<file path="src/rtl/core/lmcs_pkg.sv">
package lmcs_pkg;

	localparam int LMCS_COLUMNS   = 16;
	localparam int LMCS_SCAN_BITS = 32;
	localparam int LMCS_CNT_W     = $clog2(LMCS_SCAN_BITS);

	// item kinds
	localparam logic [1:0] KIND_STORE = 2'd0;
	localparam logic [1:0] KIND_SCAN  = 2'd1;
	localparam logic [1:0] KIND_CLEAR = 2'd2;

	typedef struct packed {
		logic [1:0] kind;
		logic [3:0] column;
		logic [7:0] row_bits;
	} item_t;

	typedef struct packed {
		logic serial_bit;
		logic last_bit;
		logic frame_ready;
	} result_t;

	typedef enum logic {
		ST_IDLE,
		ST_SHIFT
	} state_t;

	// controller to datapath
	typedef struct packed {
		logic load;
		logic write;
		logic clear;
		logic shift;
	} cmd_t;

	// interleaved one-hot column select
	function automatic logic [7:0] select_onehot(input logic [2:0] idx);
		logic [7:0] sel;
		case (idx)
			3'd0: sel = 8'b0000_1000;
			3'd1: sel = 8'b0001_0000;
			3'd2: sel = 8'b0000_0100;
			3'd3: sel = 8'b0010_0000;
			3'd4: sel = 8'b0000_0010;
			3'd5: sel = 8'b0100_0000;
			3'd6: sel = 8'b0000_0001;
			3'd7: sel = 8'b1000_0000;
			default: sel = 8'b0000_0000;
		endcase
		return sel;
	endfunction

endpackage

</file>
<file path="src/rtl/core/lmcs_ctrl.sv">
module lmcs_ctrl (
	input  logic              clk,
	input  logic              arst_n,
	input  logic              start,
	input  logic [1:0]        kind,
	output logic              busy,
	output logic              strobe,
	output logic              last,
	output lmcs_pkg::cmd_t    cmd
);
	import lmcs_pkg::*;

	state_t                  state_q;
	state_t                  state_nxt;
	logic [LMCS_CNT_W-1:0]   count_q;
	logic                    accept;

	always_ff @(posedge clk or negedge arst_n) begin
		if (!arst_n) begin
			state_q <= ST_IDLE;
			count_q <= '0;
		end else begin
			state_q <= state_nxt;
			if (cmd.load) begin
				count_q <= '0;
			end else if (state_q == ST_SHIFT) begin
				count_q <= count_q + LMCS_CNT_W'(1);
			end
		end
	end

	always_comb begin
		state_nxt = state_q;
		case (state_q)
			ST_IDLE: begin
				if (cmd.load) state_nxt = ST_SHIFT;
			end
			ST_SHIFT: begin
				// a scan taken on the last bit follows straight on
				if (last && !cmd.load) state_nxt = ST_IDLE;
			end
			default: state_nxt = ST_IDLE;
		endcase
	end

	always_comb begin
		last      = (state_q == ST_SHIFT) && (count_q == LMCS_CNT_W'(LMCS_SCAN_BITS - 1));
		strobe    = (state_q == ST_SHIFT);
		busy      = (state_q == ST_SHIFT) && !last;
		accept    = start && !busy;
		cmd.load  = accept && (kind == KIND_SCAN);
		cmd.write = accept && (kind == KIND_STORE);
		cmd.clear = accept && (kind == KIND_CLEAR);
		cmd.shift = (state_q == ST_SHIFT);
	end

	a_scan_starts_count: assert property (@(posedge clk) disable iff (!arst_n)
		cmd.load |=> (state_q == ST_SHIFT) && (count_q == '0))
		else $error("scan accepted but shift did not start at bit zero");

	a_end_goes_idle: assert property (@(posedge clk) disable iff (!arst_n)
		(last && !cmd.load) |=> (state_q == ST_IDLE))
		else $error("shift ran past the last bit");

	a_shift_advances: assert property (@(posedge clk) disable iff (!arst_n)
		(strobe && !last) |=> strobe && (count_q == $past(count_q) + LMCS_CNT_W'(1)))
		else $error("bit counter skipped or shift stopped early");

endmodule

</file>
<file path="src/rtl/core/lmcs_dp.sv">
module lmcs_dp #(
	parameter int COLUMNS = lmcs_pkg::LMCS_COLUMNS
) (
	input  logic              clk,
	input  logic              arst_n,
	input  lmcs_pkg::cmd_t    cmd,
	input  logic [3:0]        column,
	input  logic [7:0]        row_bits,
	input  logic              last,
	output logic              serial_bit,
	output logic              frame_ready
);
	import lmcs_pkg::*;

	localparam int IDX_W = $clog2(COLUMNS);

	logic [7:0]          store_q [COLUMNS];
	logic [COLUMNS-1:0]  valid_q;
	logic [31:0]         shreg_q;
	logic                ready_q;
	logic [IDX_W-1:0]    idx;
	logic [7:0]          stored;
	logic [7:0]          sel;
	logic [31:0]         word;

	assign idx = column[IDX_W-1:0];

	always_ff @(posedge clk) begin
		if (cmd.write) store_q[idx] <= row_bits;
	end

	// cleared entries read as zero
	always_ff @(posedge clk or negedge arst_n) begin
		if (!arst_n) begin
			valid_q <= '0;
			ready_q <= 1'b1;
		end else begin
			if (cmd.clear) begin
				valid_q <= '0;
			end else if (cmd.write) begin
				valid_q[idx] <= 1'b1;
			end
			if (cmd.load) ready_q <= (idx == IDX_W'(COLUMNS - 1));
		end
	end

	always_comb begin
		stored = valid_q[idx] ? store_q[idx] : 8'h00;
		sel    = select_onehot(column[2:0]);
		// bytes out lsb first: zero, column data, low select, high select
		word   = {column[3] ? sel : 8'h00, column[3] ? 8'h00 : sel, stored, 8'h00};
	end

	always_ff @(posedge clk) begin
		if (cmd.load) begin
			shreg_q <= word;
		end else if (cmd.shift) begin
			shreg_q <= {1'b0, shreg_q[31:1]};
		end
	end

	assign serial_bit  = shreg_q[0];
	assign frame_ready = last && ready_q;

	a_clear_empties: assert property (@(posedge clk) disable iff (!arst_n)
		cmd.clear |=> (valid_q == '0))
		else $error("clear left valid entries");

	a_ready_tracks_scan: assert property (@(posedge clk) disable iff (!arst_n)
		cmd.load |=> (ready_q == ($past(idx) == IDX_W'(COLUMNS - 1))))
		else $error("frame ready does not follow scanned column");

	a_scan_leads_zero: assert property (@(posedge clk) disable iff (!arst_n)
		cmd.load |=> (serial_bit == 1'b0))
		else $error("first scan bit not zero");

endmodule

</file>
<file path="src/rtl/core/led_matrix_column_scan_shifter.sv">
// channel  | ports                      | handshake
// ---------+----------------------------+------------------------------------
// item     | item (kind,column,row_bits)| taken when start high and busy low
// result   | result (serial_bit,        | one word per cycle while strobe is
//          |   last_bit, frame_ready)   | high, no back-pressure
//
// store and clear items never make the block busy; a scan gives 32 words,
// one bit per cycle from a 32-bit shift register, paced by a 5-bit counter.
// busy drops during the last bit, so scans can run back to back.
// arst_n clears the frame store (per-column valid bits) and sets frame ready.
// the receiver cannot stall: every strobed word is taken in its cycle.
module led_matrix_column_scan_shifter #(
	parameter int COLUMNS = lmcs_pkg::LMCS_COLUMNS
) (
	input  logic               clk,
	input  logic               arst_n,
	input  logic               start,
	output logic               busy,
	input  lmcs_pkg::item_t    item,
	output logic               strobe,
	output lmcs_pkg::result_t  result
);
	import lmcs_pkg::*;

	cmd_t cmd;
	logic last;
	logic serial_bit;
	logic frame_ready;

	lmcs_ctrl u_ctrl (
		.clk    (clk),
		.arst_n (arst_n),
		.start  (start),
		.kind   (item.kind),
		.busy   (busy),
		.strobe (strobe),
		.last   (last),
		.cmd    (cmd)
	);

	lmcs_dp #(
		.COLUMNS (COLUMNS)
	) u_dp (
		.clk         (clk),
		.arst_n      (arst_n),
		.cmd         (cmd),
		.column      (item.column),
		.row_bits    (item.row_bits),
		.last        (last),
		.serial_bit  (serial_bit),
		.frame_ready (frame_ready)
	);

	assign result.serial_bit  = serial_bit;
	assign result.last_bit    = last;
	assign result.frame_ready = frame_ready;

endmodule

</file>
<file path="config.mk">
export PLATFORM = sky130hd
export DESIGN_NAME = led_matrix_column_scan_shifter
export DESIGN_NICKNAME = d
export VERILOG_FILES = /design/src/rtl/core/lmcs_pkg.sv /design/src/rtl/core/lmcs_ctrl.sv /design/src/rtl/core/lmcs_dp.sv /design/src/rtl/core/led_matrix_column_scan_shifter.sv
export SDC_FILE = /design/constraint.sdc
export NUM_CORES = 1
export LEC_CHECK = 0
export BUFFER_PORTS_ARGS = -buffer_cell sky130_fd_sc_hd__buf_2
export CAP_MARGIN = 20
export CORE_ASPECT_RATIO = 0.5
export CORE_UTILIZATION = 50
export DETAILED_ROUTE_END_ITERATION = 10
export PLACE_DENSITY = 0.69
export SYNTH_ARGS = -nofsm -noshare
export SYNTH_HDL_FRONTEND = slang
export SYNTH_SLANG_ARGS = --single-unit
</file>
<file path="constraint.sdc">
create_clock -name clk -period 2.4 [get_ports clk]
set_input_delay 0.24 -clock clk [delete_from_list [all_inputs] [get_ports clk]]
set_output_delay 0.24 -clock clk [all_outputs]
set_load 0.05 [all_outputs]
</file>
Yosys cells after proc, flatten, opt, wreduce, memory -nomap -nowiden. Memory sizes are Yosys's and may differ from the RTL's. Index checks and enable logic that the tools add are counted.

Add/sub/neg operators: 1. Multipliers: 0. Div/mod/pow operators: 0. Order comparisons: 2. Equal/unequal tests: 4. Shift operators: 0. Multiplexer cells: 18. Bitwise operators: 2. Reduce and logical (&&, ||, !) cells: 15.

Operator list (number): $mux 32 (2); $mux 16 (2); $mux 8 (3); $or 16x16->16 (1); $mux 5 (2); $logic_and 1x1->1 (9); $mux 1 (6); $add 5x1->5 const B (1); $eq 5x5->1 const B (1); $lt 4x5->1 const B (1); $bmux 1 s4 (1); $demux 1 s4 (1); $eq 4x4->1 const B (1); $ge 4x1->1 const B (1); $reduce_bool 2->1 (2); $logic_not 1->1 (3); $eq 2x1->1 const B (1); $eq 2x2->1 const B (1); $logic_not 2->1 (1); $pmux 1 s2 (1); $not 1->1 (1).

Register bits: 55. Bits in latches: 0. Bits in writable memories: 128. ROM bits: 64. Input port bits: 17. Logic and storage cells: 50. Memories kept: 2.

Memory list: u_dp.store_q (depth 16, width 8, read ports 1, clocked after Yosys merged registers in 0, write ports 1, RTL line lmcs_dp.sv:17) `logic [7:0] store_q [COLUMNS];`; (no name shown) (depth 8, width 8, read ports 1, clocked after Yosys merged registers in 0, write ports 0, RTL line lmcs_pkg.sv:40) `case (idx)`.

Longest topological paths before layout. Gate-level depths: netlist of run 1.

Word-level depth: 11. Gate-level depth with buffers: 9. Depth with buffers taken out: 7.

By module. A second synthesis of run 1 with hierarchy kept.

Cells, all modules: 408. Area, all modules: 7329.5 sq um.

By module, submodules not included: lmcs_dp (times used 1, cells each 373, area each 6962.9 sq um); lmcs_ctrl (times used 1, cells each 32, area each 344.1 sq um); led_matrix_column_scan_shifter (times used 1, cells each 3, area each 22.5 sq um).

Worst setup path before layout of run 1. No wires, ideal clock.

Path kind: register -> register. Start point: register u_ctrl.count_q[0]. End point: memory u_dp.store_q[4][0] (enable). Library setup time: 0.398 ns. Arrival: 2.155 ns. Required time: 2.002 ns. Setup slack: -0.153 ns. Cell stages (with the launch flop): 8. Cells stage by stage: dfrtp_1 ha_1 and3_1 ha_1 nand2b_1 nand4bb_1 clkbuf_1 nor4_1.

Cells in the longest elaborated chain, start to end: 9.

Ends and longest elaborated chain: from (decl) (RTL line lmcs_ctrl.sv:15) `logic [LMCS_CNT_W-1:0] count_q;`; from (signal assigned) (RTL line lmcs_ctrl.sv:27) `count_q <= count_q + LMCS_CNT_W'(1);`; $eq 5x5->1 (RTL line lmcs_ctrl.sv:47) `last = (state_q == ST_SHIFT) && (count_q == LMCS_CNT_W'(LMCS_SCAN_BITS - 1));`; $logic_and 1x1->1 (RTL line lmcs_ctrl.sv:47); $logic_not 1->1 (RTL line lmcs_ctrl.sv:49) `busy = (state_q == ST_SHIFT) && !last;`; $logic_and 1x1->1 (RTL line lmcs_ctrl.sv:49); $logic_not 1->1 (RTL line lmcs_ctrl.sv:50) `accept = start && !busy;`; $logic_and 1x1->1 (RTL line lmcs_ctrl.sv:50); $logic_and 1x1->1 (RTL line lmcs_ctrl.sv:52) `cmd.write = accept && (kind == KIND_STORE);`; $mux 1 (RTL line lmcs_dp.sv:29) `if (cmd.write) store_q[idx] <= row_bits;`; $mux 1 (implied by the code) (RTL line lmcs_dp.sv:29); to (decl) (RTL line lmcs_dp.sv:17).

Every way passes these cells.

Worst setup path in the final report of run 1.
Start point: register u_ctrl.count_q[0]. End point: output port busy.

Cells in the longest elaborated chain, start to end: 4.

Ends and longest elaborated chain: $eq 5x5->1 (RTL line lmcs_ctrl.sv:47); $logic_and 1x1->1 (RTL line lmcs_ctrl.sv:47); $logic_not 1->1 (RTL line lmcs_ctrl.sv:49); $logic_and 1x1->1 (RTL line lmcs_ctrl.sv:49); to (decl) (RTL line led_matrix_column_scan_shifter.sv:18) `output logic busy,`.

Every way passes these cells.

==> results of run 1 <==
==> layer usage <==
| layer | routed length [um] | up-vias | share of wire (%) |
|---|---|---|---|
| li1 | - | 1735 | - |
| met1 | 6810 | 2014 | 45 |
| met2 | 6940 | 186 | 46 |
| met3 | 968 | 24 | 6.5 |
| met4 | 278 | 0 | 1.9 |
| met5 | 0 | - | 0 |
==> cell type report <==
class                      count  area share (%)
clock buffer                  17            5.01
sequential                   183            62.4
timing repair buffer          50            4.42
inverter                       1          0.0442
tap                          192            2.83
multi-input combinational    194            23.0
clock inverter                15            2.31
==> cells by family (layout without fill, tap and decap cells) <==
logic type,count (synthesis),count (layout),synth area share (%)
DFF,183,183,72.0
and+or+nand+nor,85,85,5.98
adders and majority gates,2,2,0.340
AOI/OAI and AO/OA,58,58,6.29
xor gates and xnor gates,3,3,0.357
muxes,46,46,12.4
buffers and inverters,37,83,2.63
==> per-stage QoR <==
step	cells	instance area, um2
after CTS	652	8490
after floorplan	414	7410
after detailed placement	619	7850
after global routing	652	8490
after global placement	619	7850
final	652	8490
==> cell usage after synthesis (2+ instances only) <==
master and n:
nor4_1 4, mux4_2 36, buf_1 4, edfxtp_1 152, a22o_1 18, buf_6 4
nor2b_1 2, nand2_1 4, nand4b_1 2, xor2_1 2, buf_2 11, o21a_1 16
nand2b_1 6, mux2i_1 10, o41ai_1 4, buf_4 3, dfrtp_1 22, and3_1 2
and2_1 2, clkbuf_1 14, ha_1 2, nand3_1 23, dfxtp_1 8, nor2_1 22
nor3_1 13, o31ai_1 19
==> power by group <==
part           internal (mW)  switching (mW)  total, mW
Combinational          0.465           0.709       1.17
Sequential              3.90           0.153       4.05
Clock                   1.43            1.37       2.79
Total                   5.79            2.23       8.02
==> final timing paths <==
| check | startpoint | endpoint | depth (start not counted) |
|---|---|---|---|
| max in group asynchronous | arst_n | u_dp.ready_q | 2 |
| min | item[0] | u_dp.store_q[4][0] | 1 |
| min reg2reg | u_dp.valid_q[2] | u_dp.valid_q[2] | 1 |
| max | u_ctrl.count_q[0] | busy | 6 |
| max reg2reg | u_ctrl.count_q[0] | u_dp.valid_q[10] | 9 |
| min in group asynchronous | arst_n | u_ctrl.count_q[2] | 2 |
==> sequential cells by signal, summed over array words and instances, names as in the netlist <==
name and count:
u_dp.valid_q 16, u_ctrl.count_q 5, u_dp.store_q 128, u_dp.ready_q 1, u_ctrl.strobe 1, u_dp.shreg_q 32
==> worst register-to-register path, delay by kind of cell (launching register included) <==
kind            cells  cell delay (ns)
simple gates        4             0.60
buf+inv             2             0.50
fa+ha+maj           2             0.42
flops               1             0.41
compound gates      1             0.19
==> repair_timing <==
action / CTS / global route
hold buffers: 1 / 0
resized for setup: 0 / 2
hold endpoints to repair: 22 / 0
setup endpoints to repair: 0 / 58
==> results_dict.tcl, run 1 <==
set metrics [dict create \
    status "complete, no violations" \
    grt_pass1_vias 3882 \
    path_buf_inv 2 \
    layout_commonest_cell "edfxtp_1" \
    pin_count 22 \
    globalRouteMet1Util_pct 30.1 \
    first_iter_violations 366 \
    crit_required_ns 2.16 \
    hp-class "in -> reg" \
    fp.dieH_um 87.8 \
    synthFlopType "edfxtp_1" \
    htreeDepth 4 \
    period_minus_slack_ns 2.26 \
    post-place-ws_ns 0.0935 \
    drt-pass1-iter-count 5 \
    synth_top_area_share_pct 62.0 \
    grt-ovfl-total 0 \
    postRouteAntennaNets 0 \
    crit_type "reg -> out" \
    multiInputGateArea_mm2 0.00195 \
    drive_above_1_share_pct 29.6 \
    crit_chain "ha_1, and3_1, ha_1, nand2b_2, inv_1, buf_2" \
    period_share_pct 94.1 \
    final.fill_count 1006 \
    final_cell_mix "edfxtp_1, mux4_2, buf_4" \
    vias 3959 \
    die_w_um 174 \
    relSlewSlack_pct 29.0 \
    grtUsageMet3_pct 4.69 \
    slowest_delay_ns 0.41 \
    grt_setup_unrepaired "false" \
    rrSetupSlack_ns 0.16 \
    fmax_mhz 443 \
    p_per_area_mw_per_mm2 945 \
    cp_max_fo 6 \
    wl_um 15000 \
    seq_area_frac_synth_pct 72.0 \
    worst_path_most_repeated_cell "ha_1" \
    wl_per_cell_um 23.0 \
    grt_most_used_layer "met2" \
    cts_made_buffers 17 \
    grt_max_degree 43 \
    nNetsFinal 466 \
    vias_per_cell 6.07 \
    finalHoldViolations 0 \
    grt_pass1_wl_um 22900 \
    cts_setup_buffers 0 \
    io_buffer_count 21 \
    finalMaxSlewViolations 0 \
    die_area_mm2 0.0152 \
    peakVddDrop_v 0.000567 \
    start_util_pct 52.7 \
    fin_ws_ns 0.141 \
    finalPower_mw 8.02 \
    clock_sinks 183 \
    synthesis.area_mm2 0.00736 \
    synth-seq-cells 183 \
    seqCellArea_mm2 0.00530 \
    num_rows 30 \
    met2_usage_pct 33.2 \
    cts.path.max_buffers 2 \
    clk_latency_ns 0.43 \
    worstMarginPinSlew_ns 1.06 \
    yosys.cell_types.count 35 \
    synth_area_per_cell_um2 17.8 \
    worstSetupStartpointType "flop" \
    yosysWarnings 0 \
    synth_edf_count 152 \
    antenna_found_initial 0 \
    ys_top_cells_by_area "edfxtp_1, mux4_2, dfrtp_1" \
    finClkSkew_ns 0.0122 \
    synth_top_cell_by_area "edfxtp_1" \
    root_buffer "clkbuf_16" \
    synthCells 414 \
    clkSlewWorstSetupHoldPaths_ns 0.08 \
    crit_arrival_ns 2.02 \
    fin_hold_ws_ns 0.175 \
    cts_tree "yes" \
    area_growth_pct 15.4 \
    synth_nets 433 \
    antenna_cells 0 \
    gp_congestion 0.780 \
    drcViolationCount 0 \
    power_leakage_nw 3.00 \
    setup_tns_ns 0 \
    hpwl_um 9140 \
    design.core.area_mm2 0.0140 \
    maxCapViolations 0 \
    setup_violations 0 \
    final_util_pct 60.8 \
    end_kind "primary output" \
    async_flop_share_pct 12.6 \
    grt_usage_pct 21.4 \
    path_delay_family "adder cells" \
    slowest_stage "dfrtp_1" \
]
(Power assumes the default switching activity.)
==> run 2: changes to the inputs <==
- PLACE_DENSITY: 0.69 -> 0.78
==> run 2 against run 1 <==
Effect of this change:
- cell count shrank 0.46%
- critical endpoint unchanged
- die area is the same
- largest cell class unchanged
- flip-flop and latch count is the same
- highest routed layer unchanged
- largest power group unchanged
==> results_dict.tcl, run 2 (synthesis results as in run 1) <==
set metrics [dict create \
    status "complete, no violations" \
    vias_per_cell 6.06 \
    io_buffer_count 21 \
    finClkSkew_ns 0.00960 \
    cts.path.max_buffers 2 \
    met3WireLength_um 993 \
    grt-ovfl-total 0 \
    cts_tree "yes" \
    final_cells 649 \
    setup_violations 0 \
    hp-class "in -> reg" \
    r2r_start "u_ctrl.count_q[0]" \
    first_iter_violations 479 \
    antenna_cells 0 \
    regMostFlops "u_dp.store_q" \
    design.core.area_mm2 0.0140 \
    grt_pass1_vias 4052 \
    grt_max_degree 48 \
    period_minus_slack_ns 2.24 \
    pin_count 22 \
    worstMarginPinSlew_ns 0.900 \
    grt_pass1_wl_um 23000 \
    drcViolationCount 0 \
    peakVddDrop_v 0.000588 \
    die_area_mm2 0.0152 \
    reg_top3 "u_dp.store_q x128, u_dp.shreg_q x32, u_dp.valid_q x16" \
    rrSetupSlack_ns 0.18 \
    drive_above_1_share_pct 28.4 \
    endpoint "busy" \
    grt_usage_pct 20.9 \
    gp_congestion 0.766 \
    end_kind "primary output" \
    cts_resized 0 \
    area_growth_pct 14.5 \
    worst_path_most_repeated_cell "ha_1" \
    wl_per_cell_um 22.5 \
    clock_sinks 183 \
    root_buffer "clkbuf_16" \
    crit_required_ns 2.16 \
    vias 3932 \
    postRouteAntennaNets 0 \
    worstSetupStartpoint "u_ctrl.count_q[0]" \
    maxCapViolations 0 \
    final_cell_mix "edfxtp_1, mux4_2, nand3_1" \
    fp.dieH_um 87.8 \
    die_w_um 174 \
    num_rows 30 \
    cts_made_buffers 17 \
    clk_latency_ns 0.43 \
    fmax_mhz 447 \
    drt-pass1-iter-count 4 \
    fin_hold_ws_ns 0.200 \
    finalMaxSlewViolations 0 \
    layout_commonest_cell "edfxtp_1" \
    rr_worst_depth 8 \
    clkSlewWorstSetupHoldPaths_ns 0.07 \
    crit_type "reg -> out" \
    slowest_stage "dfrtp_1" \
    dp.cells 616 \
    cp_max_fo 6 \
    finalHoldViolations 0 \
    met2WireLength_um 6830 \
    m1WireLength_um 6490 \
    power_leakage_nw 2.96 \
    crit_arrival_ns 2.00 \
    top_layer_used "met4" \
    grt_setup_unrepaired "false" \
    worstSetupStartpointType "flop" \
    slowest_delay_ns 0.41 \
    htreeDepth 4 \
    crit_chain "ha_1, and3_1, ha_1, nand2b_1, inv_1, buf_2" \
    start_util_pct 52.7 \
    p_per_area_mw_per_mm2 943 \
    period_share_pct 93.2 \
    hpwl_um 8670 \
    relSlewSlack_pct 39.8 \
    largest_register_ffs 128 \
    nNetsFinal 463 \
    antenna_found_initial 0 \
    r2r-end "u_dp.store_q[12][1]" \
    wl_um 14600 \
]
run 2: cell types whose count changed in the layout (fill, tap and decap cells not counted), sizes merged:
cell      change
clkinv        -5
buf           -3
clkinvlp      +2
bufinv        +1
clkbuf        +1
inv           +1
run 2: per-stage QoR:
stage / cell area, um2 / power, mW / util [%] / setup slack (ns) / setup TNS, ns
finish: 8430 / 7.95 / 60.3 / 0.163 / 0
floorplan: 7410 / 4.97 / - / -0.153 / -4.92
global route: 8430 / 8.27 / 60.3 / 0.0231 / 0
global placement: 7830 / 5.22 / 56.1 / 0.283 / 0
detailed placement: 7830 / 5.28 / 56.1 / 0.179 / 0
CTS: 8430 / 7.99 / 60.3 / 0.149 / 0
run 2: power breakdown:
group | internal, mW | total (mW) | switching, mW
clock | 1.48 | 2.73 | 1.26
combinational | 0.455 | 1.15 | 0.699
sequential | 3.90 | 4.06 | 0.155
total | 5.83 | 7.95 | 2.11
run 2: per-layer routing:
| metal | vias up | GRT usage (%) |
|---|---|---|
| met5 | - | 0 |
| met4 | 0 | 7.58 |
| met3 | 21 | 5.51 |
| met2 | 151 | 31.7 |
| met1 | 2035 | 29.6 |
| li1 | 1725 | - |
run 2: cell type report:
class / instances / area, um2
tap: 192 / 240
timing repair buffer: 47 / 353
multi-input combinational: 194 / 1940
clock inverter: 14 / 156
clock buffer: 18 / 429
sequential: 183 / 5300
inverter: 1 / 3.75
fill: 956 / 5540
run 2: worst min-delay path by stage:
stage | startpoint | cells after the start | end | slack (ns)
finish | item[5] | 1 | u_dp.store_q[15][5] | 0.20
global route | item[1] | 1 | u_dp.store_q[5][1] | 0.20
CTS | item[1] | 1 | u_dp.store_q[5][1] | 0.18
global placement | arst_n | 1 | u_dp.valid_q[6] | 0.24
floorplan | arst_n | 0 | u_ctrl.count_q[0] | -0.06
detailed placement | arst_n | 1 | u_dp.valid_q[6] | 0.25
run 2: timing repair:
item / in CTS / in global routing
hold endpoints to repair: 22 / 0
buffers inserted: 0 / 0
hold buffers: 1 / 0
run 2: worst max-delay path, delay by kind of cell, from the launching register on:
family / cells / cell delay [ns]
buffers and inverters: 2 / 0.35
adder cells (fa/ha/maj): 2 / 0.41
flip-flops: 1 / 0.41
AND/OR/NAND/NOR: 2 / 0.41
==> run 3: changes to the inputs <==
- CELL_PAD_IN_SITES_DETAIL_PLACEMENT: default -> 0
- CELL_PAD_IN_SITES_GLOBAL_PLACEMENT: default -> 1
- CORE_UTILIZATION: 50 -> 48
- PLACE_DENSITY: 0.78 -> 0.84
==> run 3 against run 2 <==
Effect of this change:
- wire length is 2.2% lower
- die area up 4.1%
- register-to-register slack hardly changed
- largest power group unchanged
- clock power is essentially flat
- clock skew grew 0.0028 ns
- hold slack got worse by 0.0093 ns
- global-route usage decreased by 1.5 points
==> results_dict.tcl, run 3 (synthesis results as in run 1) <==
set metrics [dict create \
    status "complete, no violations" \
    rr_worst_depth 8 \
    io_buffer_count 21 \
    power_frac_clock_pct 34.4 \
    hpwl_um 8950 \
    fmax_mhz 440 \
    grt_max_degree 50 \
    min_to "u_dp.store_q[12][6]" \
    largest_register_ffs 128 \
    grt_pass1_vias 3838 \
    r2r_start "u_ctrl.count_q[0]" \
    first_iter_violations 461 \
    grt_usage_pct 19.4 \
    grt_pass1_wl_um 21900 \
    crit_arrival_ns 2.03 \
    period_share_pct 94.7 \
    postRouteAntennaNets 0 \
    design.core.area_mm2 0.0147 \
    r2r-end "u_dp.store_q[2][6]" \
    comb_power_share_pct 14.6 \
    maxCapViolations 0 \
    period_minus_slack_ns 2.27 \
    p_per_area_mw_per_mm2 941 \
    cts_tree "yes" \
    placed_area_mm2 0.00785 \
    nNetsFinal 463 \
    crit_type "reg -> out" \
    root_buffer "clkbuf_16" \
    post-place-ws_ns 0.132 \
    min_from "item[6]" \
    gp_congestion 0.762 \
    vias 3892 \
    cts.path.max_buffers 2 \
    rrSetupSlack_ns 0.17 \
    worstSetupStartpointType "flop" \
    p_seq_share_pct 51.0 \
    peakVddDrop_v 0.000530 \
    finalPower_mw 7.95 \
    final_cell_area_mm2 0.00845 \
    worstMarginPinSlew_ns 0.940 \
    setup_violations 0 \
    final_cell_mix "edfxtp_1, mux4_2, nand3_1" \
    holdPathStages 1 \
    grt-ovfl-total 0 \
    die_w_um 177 \
    wl_um 14300 \
    antenna_found_initial 0 \
    antenna_cells 0 \
    hp-class "in -> reg" \
    end_kind "primary output" \
    clock_sinks 183 \
    regMostFlops "u_dp.store_q" \
    drt-pass1-iter-count 6 \
    fin_ws_ns 0.128 \
    power_leakage_nw 2.97 \
    cp_max_fo 6 \
    start_util_pct 50.1 \
    pin_count 22 \
    switching_share_pct 26.6 \
    die_area_mm2 0.0159 \
    wl_per_cell_um 21.8 \
    area_growth_pct 14.8 \
    layout_commonest_cell "edfxtp_1" \
    vias_per_cell 5.95 \
    finalMaxSlewViolations 0 \
    grt_setup_unrepaired "false" \
    relSlewSlack_pct 37.2 \
    reg_top3 "u_dp.store_q x128, u_dp.shreg_q x32, u_dp.valid_q x16" \
    drive_above_1_share_pct 28.7 \
    num_rows 31 \
    clkSlewWorstSetupHoldPaths_ns 0.07 \
    crit_required_ns 2.16 \
    clk_latency_ns 0.43 \
    htreeDepth 4 \
    p_sw_mw 2.11 \
    finalHoldViolations 0 \
    drcViolationCount 0 \
    intPower_mw 5.84 \
    final.fill_count 1085 \
    fp.dieH_um 89.6 \
    setup_tns_ns 0 \
    finClkSkew_ns 0.0124 \
    cts_made_buffers 17 \
]
## run 3: through the flow
| stage | hold slack, ns | util [%] | cells |
|---|---|---|---|
| 2_1_floorplan | -0.0556 | - | 414 |
| 3_3_place_gp | 0.244 | 53.4 | 622 |
| 3_5_place_dp | 0.256 | 53.4 | 622 |
| 4_1_cts | 0.182 | 57.5 | 654 |
| 5_1_grt | 0.197 | 57.5 | 654 |
| 6_report | 0.190 | 57.5 | 654 |
## run 3: final cells by class
class | instances | area, um2 | share of cell area [%]
clock buffer | 17 | 425 | 5.04
clock inverter | 14 | 159 | 1.88
inverter | 1 | 3.75 | 0.0444
multi-input combinational | 194 | 1950 | 23.0
sequential | 183 | 5300 | 62.8
tap | 198 | 248 | 2.93
timing repair buffer | 47 | 365 | 4.32
## run 3: routing by layer
metal,GRT usage [%],vias to the layer above,share of wire (%)
li1,-,1725,-
met4,6.90,0,1.2
met1,27.5,1995,45
met5,0,-,0
met3,4.00,18,7.3
met2,30.1,154,46
## run 3: critical path, cell delays in order (launching register included)
cell and delay [ns]:
dfrtp_1 0.41, ha_1 0.21, and3_1 0.19, ha_1 0.21, nand2b_2 0.24, inv_1 0.09, buf_2 0.26
## run 3: how the worst max path moves through the flow
stage	slack (ns)	to	cells past startpoint	start
3_5_place_dp	0.13	u_dp.store_q[2][5]	8	u_ctrl.count_q[0]
3_3_place_gp	0.24	u_dp.shreg_q[8]	6	u_ctrl.count_q[0]
4_1_cts	0.1	busy	6	u_ctrl.count_q[0]
2_1_floorplan	-0.15	u_dp.store_q[0][0]	7	u_ctrl.count_q[0]
6_report	0.13	busy	6	u_ctrl.count_q[0]
5_1_grt	0.03	u_dp.store_q[2][6]	8	u_ctrl.count_q[0]
## run 3: repair_timing
item | 4_1_cts | 5_1_grt
buffers inserted | 0 | 0
hold buffers | 1 | 0
hold endpoints to repair | 22 | 0
setup endpoints to repair | 0 | 46
gates resized for setup | 0 | 1
## run 3: power groups by stage
stage          sequential [mW]  clock (mW)  combinational [mW]
2_1_floorplan             4.10           0               0.872
3_3_place_gp              4.10           0                1.14
3_5_place_dp              4.12           0                1.16
4_1_cts                   4.06        2.77                1.17
5_1_grt                   4.09        2.90                1.29
6_report                  4.05        2.74                1.16
